### src/hdl/raycast_wall_column_shader_defines.svh
// Assertion helpers shared by the shader RTL.
`ifndef RAYCAST_WALL_COLUMN_SHADER_DEFINES_SVH
`define RAYCAST_WALL_COLUMN_SHADER_DEFINES_SVH

// Condition must hold on every clock outside reset.
`define RWCS_ASSERT_ALWAYS(label, clk, rst, cond) \
   label: assert property (@(posedge clk) disable iff (rst) (cond)) \
      else $error("assertion failed");

// Antecedent implies consequent in the same cycle.
`define RWCS_ASSERT_IMPL(label, clk, rst, ante, cons) \
   label: assert property (@(posedge clk) disable iff (rst) (ante) |-> (cons)) \
      else $error("assertion failed");

`endif

### src/hdl/rwcs_pkg.sv
// ----------------------------------------------------------------------------
// rwcs_pkg
// Constants, widths and types of the raycast wall column shader.
// ----------------------------------------------------------------------------
package rwcs_pkg;

   localparam int TEX_DIM    = 64;
   localparam int TILE_UNITS = 64;
   localparam int MAX_ROWS   = 1024;

   localparam int TEX_BITS   = $clog2(TEX_DIM);
   localparam int TILE_BITS  = $clog2(TILE_UNITS);
   localparam int TEX_AREA   = TEX_DIM * TEX_DIM;
   localparam int ADDR_W     = 2 + 2 * TEX_BITS;
   localparam int TEX_DEPTH  = 4 * TEX_AREA;
   localparam int RGB_W      = 24;

   // divider: numerator is proj_plane_dist << (TILE_BITS + 8)
   localparam int NUM_W      = 24 + TILE_BITS + 8;
   localparam int REM_W      = 32;
   localparam int CNT_W      = $clog2(NUM_W + 1);

   localparam logic [1:0] REQ_TEXEL  = 2'd0;
   localparam logic [1:0] REQ_COLUMN = 2'd1;
   localparam logic [1:0] REQ_PIXEL  = 2'd2;

   localparam logic [1:0] CSR_ROWS  = 2'd0;
   localparam logic [1:0] CSR_CEIL  = 2'd1;
   localparam logic [1:0] CSR_FLOOR = 2'd2;
   localparam logic [1:0] CSR_PPD   = 2'd3;

   localparam logic [1:0] REG_CEIL  = 2'd0;
   localparam logic [1:0] REG_WALL  = 2'd1;
   localparam logic [1:0] REG_FLOOR = 2'd2;
   localparam logic [1:0] REG_OUT   = 2'd3;

   localparam logic [2:0] FACE_NONE = 3'd4;

   typedef struct packed {
      logic                 start;
      logic [REM_W-1:0]     rem;
      logic [NUM_W-1:0]     bits;
      logic [CNT_W-1:0]     steps;
      logic [REM_W-1:0]     den;
   } div_req_type;

endpackage

### src/hdl/rwcs_divider.sv
// ----------------------------------------------------------------------------
// rwcs_divider
// Restoring divider, one quotient bit per cycle, variable step count.
// ----------------------------------------------------------------------------
module rwcs_divider (
   input  logic                       clock,
   input  logic                       reset,
   input  rwcs_pkg::div_req_type      req,
   output logic                       busy,
   output logic                       done,
   output logic [rwcs_pkg::NUM_W-1:0] quot
);

   logic                       busy_ff, busy_in;
   logic                       done_ff, done_in;
   logic [rwcs_pkg::CNT_W-1:0] cnt_ff, cnt_in;
   logic [rwcs_pkg::REM_W-1:0] rem_ff, rem_in;
   logic [rwcs_pkg::NUM_W-1:0] q_ff, q_in;
   logic [rwcs_pkg::REM_W-1:0] den_ff, den_in;
   logic [rwcs_pkg::REM_W:0]   trial;
   logic                       fits;

   // numerator bits leave at the top of q, quotient bits enter at the bottom
   assign trial = {rem_ff, q_ff[rwcs_pkg::NUM_W-1]};
   assign fits  = trial >= {1'b0, den_ff};

   always_comb begin
      busy_in = busy_ff;
      done_in = 1'b0;
      cnt_in  = cnt_ff;
      rem_in  = rem_ff;
      q_in    = q_ff;
      den_in  = den_ff;
      if (req.start) begin
         busy_in = 1'b1;
         cnt_in  = req.steps;
         rem_in  = req.rem;
         q_in    = req.bits;
         den_in  = req.den;
      end else if (busy_ff) begin
         rem_in = fits ? rwcs_pkg::REM_W'(trial - {1'b0, den_ff})
                       : trial[rwcs_pkg::REM_W-1:0];
         q_in   = {q_ff[rwcs_pkg::NUM_W-2:0], fits};
         cnt_in = cnt_ff - rwcs_pkg::CNT_W'(1);
         if (cnt_ff == rwcs_pkg::CNT_W'(1)) begin
            busy_in = 1'b0;
            done_in = 1'b1;
         end
      end
   end

   always_ff @(posedge clock) begin
      if (reset) begin
         busy_ff <= 1'b0;
         done_ff <= 1'b0;
      end else begin
         busy_ff <= busy_in;
         done_ff <= done_in;
      end
      cnt_ff <= cnt_in;
      rem_ff <= rem_in;
      q_ff   <= q_in;
      den_ff <= den_in;
   end

   assign busy = busy_ff;
   assign done = done_ff;
   assign quot = q_ff;

endmodule

### config.mk
export PLATFORM = sky130hd
export DESIGN_NAME = rwcs_divider
export DESIGN_NICKNAME = d
export VERILOG_FILES = /design/src/hdl/raycast_wall_column_shader_defines.svh /design/src/hdl/rwcs_pkg.sv /design/src/hdl/rwcs_divider.sv
export SDC_FILE = /design/constraint.sdc
export NUM_CORES = 1
export LEC_CHECK = 0
export BUFFER_PORTS_ARGS = -buffer_cell sky130_fd_sc_hd__buf_4
export CAP_MARGIN = 20
export CORE_ASPECT_RATIO = 1.1
export CORE_UTILIZATION = 45
export CTS_BUF_LIST = sky130_fd_sc_hd__clkbuf_16
export DETAILED_ROUTE_END_ITERATION = 12
export PLACE_DENSITY_LB_ADDON = 0.3
export SLEW_MARGIN = 10
export SYNTH_ARGS = -nofsm -noshare
export SYNTH_HDL_FRONTEND = slang
export SYNTH_SLANG_ARGS = --single-unit
### constraint.sdc
create_clock -name clock -period 2.8 [get_ports clock]
set_input_delay 0.28 -clock clock [delete_from_list [all_inputs] [get_ports clock]]
set_output_delay 0.28 -clock clock [all_outputs]
set_load 0.1 [all_outputs]
==> Yosys cells after proc, flatten, opt, wreduce, memory -nomap -nowiden <==
Cells that the tools add are included.
{ "totals": {"inputBits": 111, "regBits": 110, "wordCells": 24} }
{ "classes": {"reduce_logical": 2, "eq_ne": 1, "n_mux": 11, "add_sub_neg": 2, "order_cmp": 1, "bitwise_logic": 1} }
{ "op_table": {"columns": ["operator", "n"], "rows": [
  ["32-bit two-way mux", 3],
  ["38-bit two-way mux", 2],
  ["33-bit by 32-bit >= comparator with 1-bit output", 1],
  ["32-bit subtractor", 1],
  ["6-bit two-way mux", 2],
  ["6-bit by 1-bit == test with 1-bit output, second input constant", 1],
  ["6-bit by 1-bit subtractor with 6-bit output, second input constant", 1],
  ["1-bit two-way mux", 4],
  ["3-bit OR reduction", 1],
  ["2-bit nonzero test", 1],
  ["1-bit NOT", 1]
]} }

==> Logic depth before layout (Yosys ltp) <==
Gate-level depths: netlist of the first run.
{ "logic_depth": {"depth_word": 4, "mapped_depth": 14, "ltp_nobuf": 12} }

==> Worst setup path before layout of the first run <==
No wires, ideal clock.
{ "synth_timing": {"kind": "reg2reg", "from": "register q_ff, in the netlist quot[37]", "to": "register rem_ff[26] in the netlist's numbering, data pin", "setup_slack_ns": -0.607, "synth_period_minus_slack_ns": 3.407, "path_stages_with_launch": 13, "setup_time_ns": 0.264, "arrival_ns": 3.143, "path_cell_list": "edfxtp_1 > inv_1 > ha_1 > inv_1 > fa_1 > a21oi_1 > o211ai_1 > a41oi_1 > a31oi_1 > a211oi_1 > o21a_1 > nor4b_1 > nor4_1"} }
{ "synth_between": {"elab_chain_len": 4, "word_cells_on_any_way": 5, "classes_between": "1 x add/sub; 1 x order compare; 3 x mux"} }
{ "synth_rtl": {"columns": ["element", "line", "rtl"], "rows": [
  ["start, declared", "rwcs_divider.sv:18", "logic [rwcs_pkg::NUM_W-1:0] q_ff, q_in;"],
  ["start signal, assigned", "rwcs_divider.sv:62", "q_ff <= q_in;"],
  ["32-bit subtractor / 33-bit by 32-bit >= comparator with 1-bit output (equally long branches)", "rwcs_divider.sv:41, rwcs_divider.sv:25", null],
  ["32-bit two-way mux *", "rwcs_divider.sv:41", "rem_in = fits ? rwcs_pkg::REM_W'(trial - {1'b0, den_ff})"],
  ["32-bit two-way mux *", "rwcs_divider.sv:40", "end else if (busy_ff) begin"],
  ["32-bit two-way mux *", "rwcs_divider.sv:34", "if (req.start) begin"],
  ["via rem_in (one bit)", "rwcs_divider.sv:17", "logic [rwcs_pkg::REM_W-1:0] rem_ff, rem_in;"],
  ["end signal, assigned", "rwcs_divider.sv:61", "rem_ff <= rem_in;"],
  ["end, declared", "rwcs_divider.sv:17", null]
]} }
The timed path passes the listed nets; every way through them passes the cells marked *. The select of a mux whose other input is x is not followed.
A chain may end at the register's enable or synchronous reset.

==> Worst setup path in the final report of the first run <==
Ends and elaborated chain as after synthesis.

==> impl_metrics.tcl, run 1 <==
set metrics [dict create \
    final_cell_mix "buf_4 (256), edfxtp_1 (108), nand2_1 (54), inv_1 (39), mux2_2 (39)" \
    grt_pass1_vias 5703 \
    cp-start-kind "register" \
    path_depth 12 \
    ys_seq_area_share_pct 50.2 \
    start_util_pct 46.8 \
    htreeDepth 3 \
    worstPathRequired_ns 2.92 \
    dp_hpwl_mm 13.1 \
    synthToLayoutAreaGrowth_pct 44.3 \
    wl_met1_mm 7.45 \
    dr_total_vias 5617 \
    wire_per_inst_um 17.3 \
    seq_power_share_pct 29.7 \
    hold_violations 0 \
    worstPathArrival_ns 2.91 \
    hold_buffers 0 \
    cp_common_cell "inv_2" \
    grt_max_degree 56 \
    via_per_inst 5.39 \
    synth_ff_type "edfxtp_1" \
    fp.dieH_um 128 \
    fillers 1105 \
    p_int_mw 4.79 \
    slowest_delay_ns 0.40 \
    cts.sinks 110 \
    drive_gt1_share_pct 47.5 \
    dpl_worst_slack_ns -0.107 \
    cpMaxStageDelayCell "edfxtp_1" \
    cts_buffers 9 \
    finClkSkew_ns 0.00754 \
    yosysTopAreaCell "edfxtp_1" \
    slew_violations 0 \
    antenna_cells 0 \
    min_period_ns 2.80 \
    cp_max_fo 4 \
    reg2reg_to "rem_ff[26]$_DFFE_PP_" \
    synth_seq_cells 110 \
    synth_edf_count 108 \
    ant_nets 0 \
    tightestPinTransition_ns 0.622 \
    synthesis.area_mm2 0.00654 \
    crit_buf_inv 2 \
    switchingPower_mw 3.10 \
    sw_frac_of_total_pct 39.3 \
    clkTransAtPathRegs_ns 0.08 \
    reg2reg_depth 12 \
    timing.final.ws_setup_ns 0.00396 \
    clkLatencyLatePin_ns 0.37 \
    hold_depth 2 \
    clock_tree.root_cell "clkbuf_16" \
    top_layer "met4" \
    cp_top_family "compound AO/OA/AOI/OAI gates" \
    endpoint_kind "register" \
    drc 0 \
    syn_avg_cell_area_um2 10.9 \
    whs_endpoint "done$_SDFF_PP0_" \
    core_area_mm2 0.0140 \
    fin_crit_sh_pct 99.9 \
    maxCapViolCount 0 \
    slew-limit-headroom_pct 58.2 \
    nNetsFinal 995 \
    route.met3.wl_mm 1.27 \
    placementRows 45 \
    synth_fp_nets 747 \
    die_width_um 117 \
    rsz0062_at_grt "yes" \
    top_level_ports 151 \
    synth_top_area_share_pct 49.6 \
    ff2ff_setup_slack_ns 0.004 \
    first_pass_iters 4 \
    syn_inst 601 \
    routed_wl_mm 18.0 \
    gr-total-overflow 0 \
    wl_met2_mm 8.93 \
    layout_commonest_cell "buf_4" \
    ir_drop_mv 0.489 \
    crit_type "reg2reg" \
    clockPowerShare_pct 17.4 \
    fmax_mhz 358 \
    path_cells "inv_2, ha_4, inv_2, fa_2, a21oi_2, o211ai_1, a41oi_2, a31oi_2, a211oi_2, o21a_1, nor4b_4, nor4_1" \
    drt_iter0_drc 305 \
    yosys.cell_types.count 59 \
    setup_violations 0 \
    yosys_warnings 0 \
    grt_pass1_wl_mm 27.8 \
    routabilityCongestion 0.925 \
    min_path_type "in2reg" \
    regToRegStartpoint "quot[37]$_DFFE_PP_" \
    total_leakage_power_nw 3.93 \
    grt.total_usage_pct 24.4 \
    dieArea_mm2 0.0150 \
    yosys-top-cells-area "edfxtp_1 (50%), mux2_2 (6.7%), ha_1 (6.5%), a21oi_1 (4.4%), nand2_1 (3.7%)" \
    tritoncts "yes" \
    fin_hold_ws_ns 0.0752 \
    antenna_found_initial 0 \
    outcome "complete, no violations" \
    hp-start "reset" \
    synth_async_sr_flop_share_pct 0 \
    io_buffers 150 \
    p_per_area_mw_per_mm2 836 \
    clock_path_buffers 2 \
    worstSetupStartpoint "quot[37]$_DFFE_PP_" \
    p_comb_share_pct 52.9 \
]
[Yosys cell counts (3+ instances only)]
library cell,instances
a31oi_1,11
and2_1,3
nor4_1,5
buf_2,5
buf_6,4
inv_1,43
and3_1,6
o211ai_1,5
o21ai_1,4
o21ai_0,30
nand3_1,6
xnor2_1,23
a221o_1,4
o21a_1,3
ha_1,34
a211oi_1,7
o21bai_1,5
a2bb2oi_1,6
or3_1,4
mux2i_1,5
nor3_1,12
xor2_1,7
edfxtp_1,108
nor2_1,40
mux2_2,39
and4_4,3
nand4_1,6
clkbuf_1,14
a41oi_1,3
nand2_1,64
a21oi_1,57
[area by class of cell]
| class | instances | area, um2 | share of cell area, % |
|---|---|---|---|
| tap | 188 | 235 | 2.49 |
| clock inverter | 7 | 87.6 | 0.929 |
| clock buffer | 9 | 225 | 2.39 |
| inverter | 44 | 165 | 1.75 |
| sequential | 110 | 3280 | 34.8 |
| timing repair buffer | 262 | 2020 | 21.4 |
| multi-input combinational | 422 | 3420 | 36.2 |
[registers in the layout, indices dropped and copies added (netlist names)]
signal	count
busy	1
done	1
rem_ff	32
quot	38
cnt_ff	6
den_ff	32
[kinds of logic after synthesis]
kind of cell,share of synthesized area (%)
multiplexers,7.49
AND/OR/NAND/NOR,11.7
XOR/XNOR,4.02
adder cells (fa/ha/maj),6.82
flip-flops,50.2
AO/OA/AOI/OAI,14.9
buffers and inverters,4.88
[per-stage QoR]
step           area (um2)  setup TNS, ns  total power, mW  std cells  utilization (%)
4_1_cts              9080              0             7.52       1027             65.0
2_1_floorplan        6660          -4.19             4.72        601                -
5_1_grt              9430         -0.423             8.28       1042             67.5
3_5_place_dp         8590         -0.685             5.98       1006             61.5
6_report             9430              0             7.88       1042             67.5
3_3_place_gp         8590         -0.525             5.93       1006             61.5
[worst register-to-register path: cells and delay by family, from the launching register on]
| kind | cells | cell delay, ns |
|---|---|---|
| adders and majority gates | 2 | 0.47 |
| AOI/OAI and AO/OA | 6 | 1.27 |
| buffers and inverters | 2 | 0.11 |
| and+or+nand+nor | 2 | 0.29 |
| DFF | 1 | 0.40 |
[worst max path at each step]
| stage | end | slack (ns) |
|---|---|---|
| after floorplan | rem_ff[22]$_DFFE_PP_ | -0.50 |
| after global placement | rem_ff[10]$_DFFE_PP_ | -0.13 |
| after detailed placement | rem_ff[22]$_DFFE_PP_ | -0.11 |
| after CTS | rem_ff[10]$_DFFE_PP_ | 0.0002 |
| after global routing | rem_ff[26]$_DFFE_PP_ | -0.13 |
| final | rem_ff[26]$_DFFE_PP_ | 0.004 |
[per-layer routing]
metal / global-route usage (%) / up-vias
li1: - / 2714
met1: 30.3 / 2692
met2: 41.0 / 189
met3: 6.26 / 22
met4: 8.27 / 0
met5: 0 / -
[power groups by stage]
| stage | clock network, mW | logic (mW) | registers, mW |
|---|---|---|---|
| after floorplan | 0 | 1.96 | 2.76 |
| after global placement | 0 | 3.59 | 2.33 |
| after detailed placement | 0 | 3.65 | 2.34 |
| after CTS | 1.40 | 3.80 | 2.32 |
| after global routing | 1.45 | 4.46 | 2.37 |
| final | 1.37 | 4.17 | 2.34 |
[repair_timing]
action	CTS	global route
gates resized for setup	18	45
endpoints found under the setup margin	21	33
pin swaps	11	33
cloned	1	0
setup buffers	5	15
Note: power is estimated with default switching activity, not from simulation.
==> run 2: changes to the inputs <==
--- a/config.mk
+++ b/config.mk
@@ -7,6 +7,8 @@
 export LEC_CHECK = 0
 export BUFFER_PORTS_ARGS = -buffer_cell sky130_fd_sc_hd__buf_4
 export CAP_MARGIN = 20
+export CELL_PAD_IN_SITES_DETAIL_PLACEMENT = 1
+export CELL_PAD_IN_SITES_GLOBAL_PLACEMENT = 1
 export CORE_ASPECT_RATIO = 1.1
 export CORE_UTILIZATION = 45
 export CTS_BUF_LIST = sky130_fd_sc_hd__clkbuf_16
==> constraint.sdc (replaced) <==
create_clock -name clock -period 3.45 [get_ports clock]
set_input_delay 0.345 -clock clock [delete_from_list [all_inputs] [get_ports clock]]
set_output_delay 0.345 -clock clock [all_outputs]
set_load 0.1 [all_outputs]
==> run 2 against run 1 <==
Critical path depth fell by 4. Power fell by 31%. Setup slack improved by 0.20 ns. Register-to-register slack better by 0.20 ns. Count of clock-buffer cells in the layout did not move. Non-clock buffer count shrank 99. Utilization shrank 9.1 points. Wire length up 2.6%. Critical endpoint is now rem_ff[29]$_DFFE_PP_. Largest power group unchanged. Highest routed layer unchanged.
==> impl_metrics.tcl, run 2 (synthesis results as in run 1) <==
set metrics [dict create \
    outcome "complete, no violations" \
    rsz0062_at_grt "no" \
    dieArea_mm2 0.0150 \
    cp-endpoint "rem_ff[29]$_DFFE_PP_" \
    design_area_mm2 0.00816 \
    maxCapViolCount 0 \
    placementRows 45 \
    io_buffers 150 \
    antenna_found_initial 0 \
    ir_drop_mv 0.398 \
    dr_total_vias 5290 \
    start_util_pct 46.8 \
    clockPowerShare_pct 18.8 \
    min_path_type "in2reg" \
    via_per_inst 5.62 \
    finClkSkew_ns 0.00928 \
    grt_pass1_vias 5982 \
    reg2reg_depth 8 \
    final_cell_mix "buf_4 (162), edfxtp_1 (108), nand2_1 (64), a21oi_1 (57), inv_1 (44)" \
    p_comb_share_pct 46.8 \
    regToRegStartpoint "rem_ff[19]$_DFFE_PP_" \
    grt_pass1_wl_mm 29.6 \
    worstSetupStartpoint "rem_ff[19]$_DFFE_PP_" \
    fin_crit_sh_pct 93.9 \
    largest_reg_flops 38 \
    sw_frac_of_total_pct 41.6 \
    clkLatencyLatePin_ns 0.36 \
    slew_violations 0 \
    gr-total-overflow 0 \
    drc 0 \
    clock_path_buffers 2 \
    die_width_um 117 \
    tritoncts "yes" \
    synthToLayoutAreaGrowth_pct 24.8 \
    endpoint_kind "register" \
    dp_hpwl_mm 13.6 \
    cp_max_fo 21 \
    antenna_cells 0 \
    hold_buffers 0 \
    multi_input_area_mm2 0.00295 \
    seq_power_share_pct 34.4 \
    worstPathArrival_ns 3.35 \
    grt.total_usage_pct 25.9 \
    placedCellCount 924 \
    fillers 1568 \
    ff2ff_setup_slack_ns 0.21 \
    fmax_mhz 309 \
    clkTransAtPathRegs_ns 0.08 \
    cts_buffers 9 \
    drive_gt1_share_pct 30.6 \
    final_cells 942 \
    area.sequential_mm2 0.00328 \
    reg2reg_to "rem_ff[29]$_DFFE_PP_" \
    grt_max_degree 77 \
    wire_per_inst_um 19.6 \
    total_leakage_power_nw 3.39 \
    cts.sinks 110 \
    worstPathRequired_ns 3.56 \
    switchingPower_mw 2.26 \
    cp-start-kind "register" \
    routed_wl_mm 18.5 \
    tightestPinTransition_ns 0.955 \
    fin_hold_ws_ns 0.153 \
    setup_violations 0 \
    nNetsFinal 895 \
    fp.dieH_um 128 \
    routabilityCongestion 0.846 \
    first_pass_iters 5 \
    min_period_ns 3.24 \
    slew-limit-headroom_pct 35.9 \
    p_int_mw 3.18 \
    layout_commonest_cell "buf_4" \
    clock_tree.root_cell "clkbuf_16" \
    hold_violations 0 \
    p_per_area_mw_per_mm2 667 \
    dpl-instance-area_mm2 0.00784 \
    crit_type "reg2reg" \
    ant_nets 0 \
    power_mw 5.44 \
    drt_iter0_drc 231 \
    top_level_ports 151 \
    htreeDepth 3 \
    fin_tns_setup_ns 0 \
    core_area_mm2 0.0140 \
]
[run 2: cell count changes in the layout (fill, tap and decap cells not counted), sizes merged]
cell | previous run | this run
clkinvlp | 2 | 1
clkinv | 1 | 2
bufinv | 1 | 0
buf | 262 | 163
and2 | 5 | 4
inv | 47 | 48
[run 2: cell type report]
cell class                 count  share of cell area, %
clock buffer                   9                   2.76
clock inverter                 7                  0.690
inverter                      44                   2.03
multi-input combinational    421                   36.2
sequential                   110                   40.3
tap                          188                   2.88
timing repair buffer         163                   15.2
[run 2: worst min path at each step]
stage	end	startpoint	slack [ns]	depth (start not counted)
2_1_floorplan	done$_SDFF_PP0_	reset	0.42	1
3_3_place_gp	done$_SDFF_PP0_	busy$_SDFF_PP0_	0.49	1
3_5_place_dp	done$_SDFF_PP0_	busy$_SDFF_PP0_	0.50	1
4_1_cts	den_ff[26]$_DFFE_PP_	req[26]	0.14	1
5_1_grt	den_ff[27]$_DFFE_PP_	req[27]	0.14	1
6_report	den_ff[26]$_DFFE_PP_	req[26]	0.15	1
[run 2: worst max-delay path, cell delays in order, from the launching register on]
cell and delay (ns):
edfxtp_1 0.41, ha_1 0.43, nand2_1 0.23, o21ai_0 0.20
or3_1 0.42, o211ai_4 0.35, and2_4 0.42, nor2_2 0.14
a221o_1 0.39
[run 2: power groups by stage]
stage	clock, mW	sequential [mW]	combinational, mW
3_3_place_gp	0	1.88	2.38
4_1_cts	1.05	1.87	2.51
5_1_grt	1.09	1.90	2.74
3_5_place_dp	0	1.90	2.48
2_1_floorplan	0	2.22	1.51
6_report	1.02	1.87	2.55
[run 2: through the flow]
stage / setup WS [ns] / util, %
final: 0.209 / 58.4
after global routing: 0.0404 / 58.4
after CTS: 0.0537 / 58.2
after detailed placement: -0.0166 / 56.1
after global placement: 0.252 / 56.1
after floorplan: 0.0430 / -
[run 2: what timing repair did]
action	in CTS	in global routing
buffers inserted	0	2
setup endpoints to repair	1	4
pin swaps	0	2
gates resized for setup	1	2
[run 2: metal layers]
layer / vias to the layer above / global-route usage [%] / part of all wire, %
met5: - / 0 / 0
met4: 0 / 10.2 / 2.3
met3: 33 / 7.49 / 6.8
met2: 183 / 45.1 / 50
met1: 2558 / 29.8 / 41
li1: 2516 / - / -
==> run 3: changes to the inputs <==
--- a/config.mk
+++ b/config.mk
@@ -10,8 +10,9 @@
 export CELL_PAD_IN_SITES_DETAIL_PLACEMENT = 1
 export CELL_PAD_IN_SITES_GLOBAL_PLACEMENT = 1
 export CORE_ASPECT_RATIO = 1.1
-export CORE_UTILIZATION = 45
+export CORE_UTILIZATION = 38
 export CTS_BUF_LIST = sky130_fd_sc_hd__clkbuf_16
+export CTS_CLUSTER_SIZE = 10
 export DETAILED_ROUTE_END_ITERATION = 12
 export PLACE_DENSITY_LB_ADDON = 0.3
 export SLEW_MARGIN = 10
==> constraint.sdc (replaced) <==
create_clock -name clock -period 2.6 [get_ports clock]
set_input_delay 0.26 -clock clock [delete_from_list [all_inputs] [get_ports clock]]
set_output_delay 0.26 -clock clock [all_outputs]
set_load 0.1 [all_outputs]
==> run 3 against run 2 <==
The run now ends with negative setup slack left. Sequential share of layout area fell by 8.9 points. Count of clock-buffer cells in the layout did not move. Combinational power rose by 130%. Wire length rose by 38%. Maximum frequency rose by 11%. Critical path type unchanged.
==> impl_metrics.tcl, run 3 (synthesis results as in run 1) <==
set metrics [dict create \
    cp_top_family "simple AND/OR/NAND/NOR gates" \
    worstPathArrival_ns 3.03 \
    synthToLayoutAreaGrowth_pct 60.4 \
    drt_iter0_drc 326 \
    io_buffers 150 \
    largest_reg_flops 38 \
    layout_commonest_cell "buf_4" \
    maxCapViolCount 0 \
    clkLatencyLatePin_ns 0.37 \
    placementRows 49 \
    violations "negative setup slack" \
    fp.dieH_um 140 \
    htreeDepth 3 \
    routed_wl_mm 25.6 \
    fin_hold_ws_ns 0.0508 \
    start_util_pct 39.5 \
    ir_drop_mv 0.503 \
    min_path_type "in2reg" \
    tightestPinTransition_ns 0.435 \
    p_per_area_mw_per_mm2 947 \
    dp_hpwl_mm 15.7 \
    grt_max_degree 58 \
    crit_buf_inv 1 \
    seq_power_share_pct 25.6 \
    final_cell_mix "buf_4 (290), edfxtp_1 (108), nand2_1 (52), nor2_1 (38), mux2_2 (37)" \
    core_area_mm2 0.0166 \
    clkTransAtPathRegs_ns 0.09 \
    drive_gt1_share_pct 56.2 \
    cts_buffers 9 \
    die_width_um 127 \
    antenna_cells 0 \
    fmax_mhz 342 \
    setup_violations 33 \
    dieArea_mm2 0.0177 \
    clock_tree.root_cell "clkbuf_16" \
    first_pass_iters 5 \
    p_comb_share_pct 59.0 \
    endpoint_kind "register" \
    rsz0062_at_grt "yes" \
    switchingPower_mw 4.06 \
    area.sequential_mm2 0.00328 \
    crit_type "reg2reg" \
    routabilityCongestion 0.899 \
    tritoncts "yes" \
    cp_max_fo 6 \
    cpMaxStageDelayCell "edfxtp_1" \
    clockPowerShare_pct 15.5 \
    final_cells 1118 \
    finClkSkew_ns 0.0170 \
    hold_buffers 0 \
    slew_violations 0 \
    wire_per_inst_um 22.9 \
    min_period_ns 2.93 \
    antenna_found_initial 0 \
    fin_crit_sh_pct 113 \
    placedCellCount 1057 \
    multi_input_area_mm2 0.00386 \
    grt_pass1_wl_mm 36.0 \
    slowest_delay_ns 0.45 \
    path_cells "ha_4, nand4_1, nor4_2, a41oi_2, o21ai_2, a211oi_4, and2_4, buf_6, and3_4, a221o_1" \
    grt.total_usage_pct 26.2 \
    top_level_ports 151 \
    nNetsFinal 1055 \
    worstPathRequired_ns 2.70 \
    fillers 1704 \
    sw_frac_of_total_pct 40.9 \
    cp-start-kind "register" \
    power_mw 9.93 \
    hold_violations 0 \
    outcome "complete, but fails checks" \
    slew-limit-headroom_pct 70.7 \
    drc 0 \
    ant_nets 0 \
    p_int_mw 5.87 \
    timing.final.ws_setup_ns -0.327 \
    gr-total-overflow 0 \
    grt_pass1_vias 6864 \
    via_per_inst 5.65 \
    cts.sinks 110 \
    clock_path_buffers 2 \
    total_leakage_power_nw 4.34 \
    dr_total_vias 6319 \
]
run 3: cell type report:
cell class / count / area share [%]
Sequential cell: 110 / 31.3
Clock inverter: 7 / 0.907
Tap cell: 204 / 2.43
Timing Repair Buffer: 323 / 24.8
Multi-Input combinational cell: 421 / 36.9
Inverter: 44 / 1.58
Clock buffer: 9 / 2.15
run 3: worst reg2reg max path, cell delays in order (launching register included):
cell      delay, ns
edfxtp_1       0.45
ha_4           0.34
nand4_1        0.21
nor4_2         0.42
a41oi_2        0.22
o21ai_2        0.12
a211oi_4       0.10
and2_4         0.19
buf_6          0.15
and3_4         0.17
a221o_1        0.29
run 3: final timing paths:
kind	from	end	slack [ns]	depth (start not counted)
setup / recovery	rem_ff[23]$_DFFE_PP_	rem_ff[29]$_DFFE_PP_	-0.33	10
hold / removal	reset	done$_SDFF_PP0_	0.05	2
setup reg to reg	rem_ff[23]$_DFFE_PP_	rem_ff[29]$_DFFE_PP_	-0.33	10
hold reg to reg	busy$_SDFF_PP0_	done$_SDFF_PP0_	0.49	1
run 3: power groups by stage:
stage | clock network (mW) | logic (mW) | registers, mW
2_1_floorplan | 0 | 2.12 | 2.97
3_3_place_gp | 0 | 4.11 | 2.50
3_5_place_dp | 0 | 4.27 | 2.52
4_1_cts | 1.56 | 4.95 | 2.52
5_1_grt | 1.62 | 6.12 | 2.57
6_report | 1.53 | 5.86 | 2.54
run 3: layer usage:
| layer | global-route usage (%) | up-vias | routed length, um |
|---|---|---|---|
| li1 | - | 2831 | - |
| met1 | 28.6 | 3169 | 9390 |
| met2 | 49.4 | 242 | 13800 |
| met3 | 6.07 | 77 | 1450 |
| met4 | 8.83 | 0 | 949 |
| met5 | 0 | - | 0 |
run 3: metrics by stage:
stage               setup WS (ns)  util (%)  instance area (um2)  setup TNS (ns)
floorplan                  -0.699         -                 6670          -10.63
global placement           -0.261      53.8                 8900           -2.89
detailed placement         -0.407      53.8                 8900           -4.87
CTS                        -0.164      60.1                 9950           -1.14
global route               -0.451      63.3                10500          -10.51
finish                     -0.327      63.3                10500           -6.57
run 3: what timing repair did:
item	4_1_cts	5_1_grt
buffers inserted	26	20
cloned	1	0
pin swaps	43	45
resized for setup	83	73
endpoints found under the setup margin	33	33
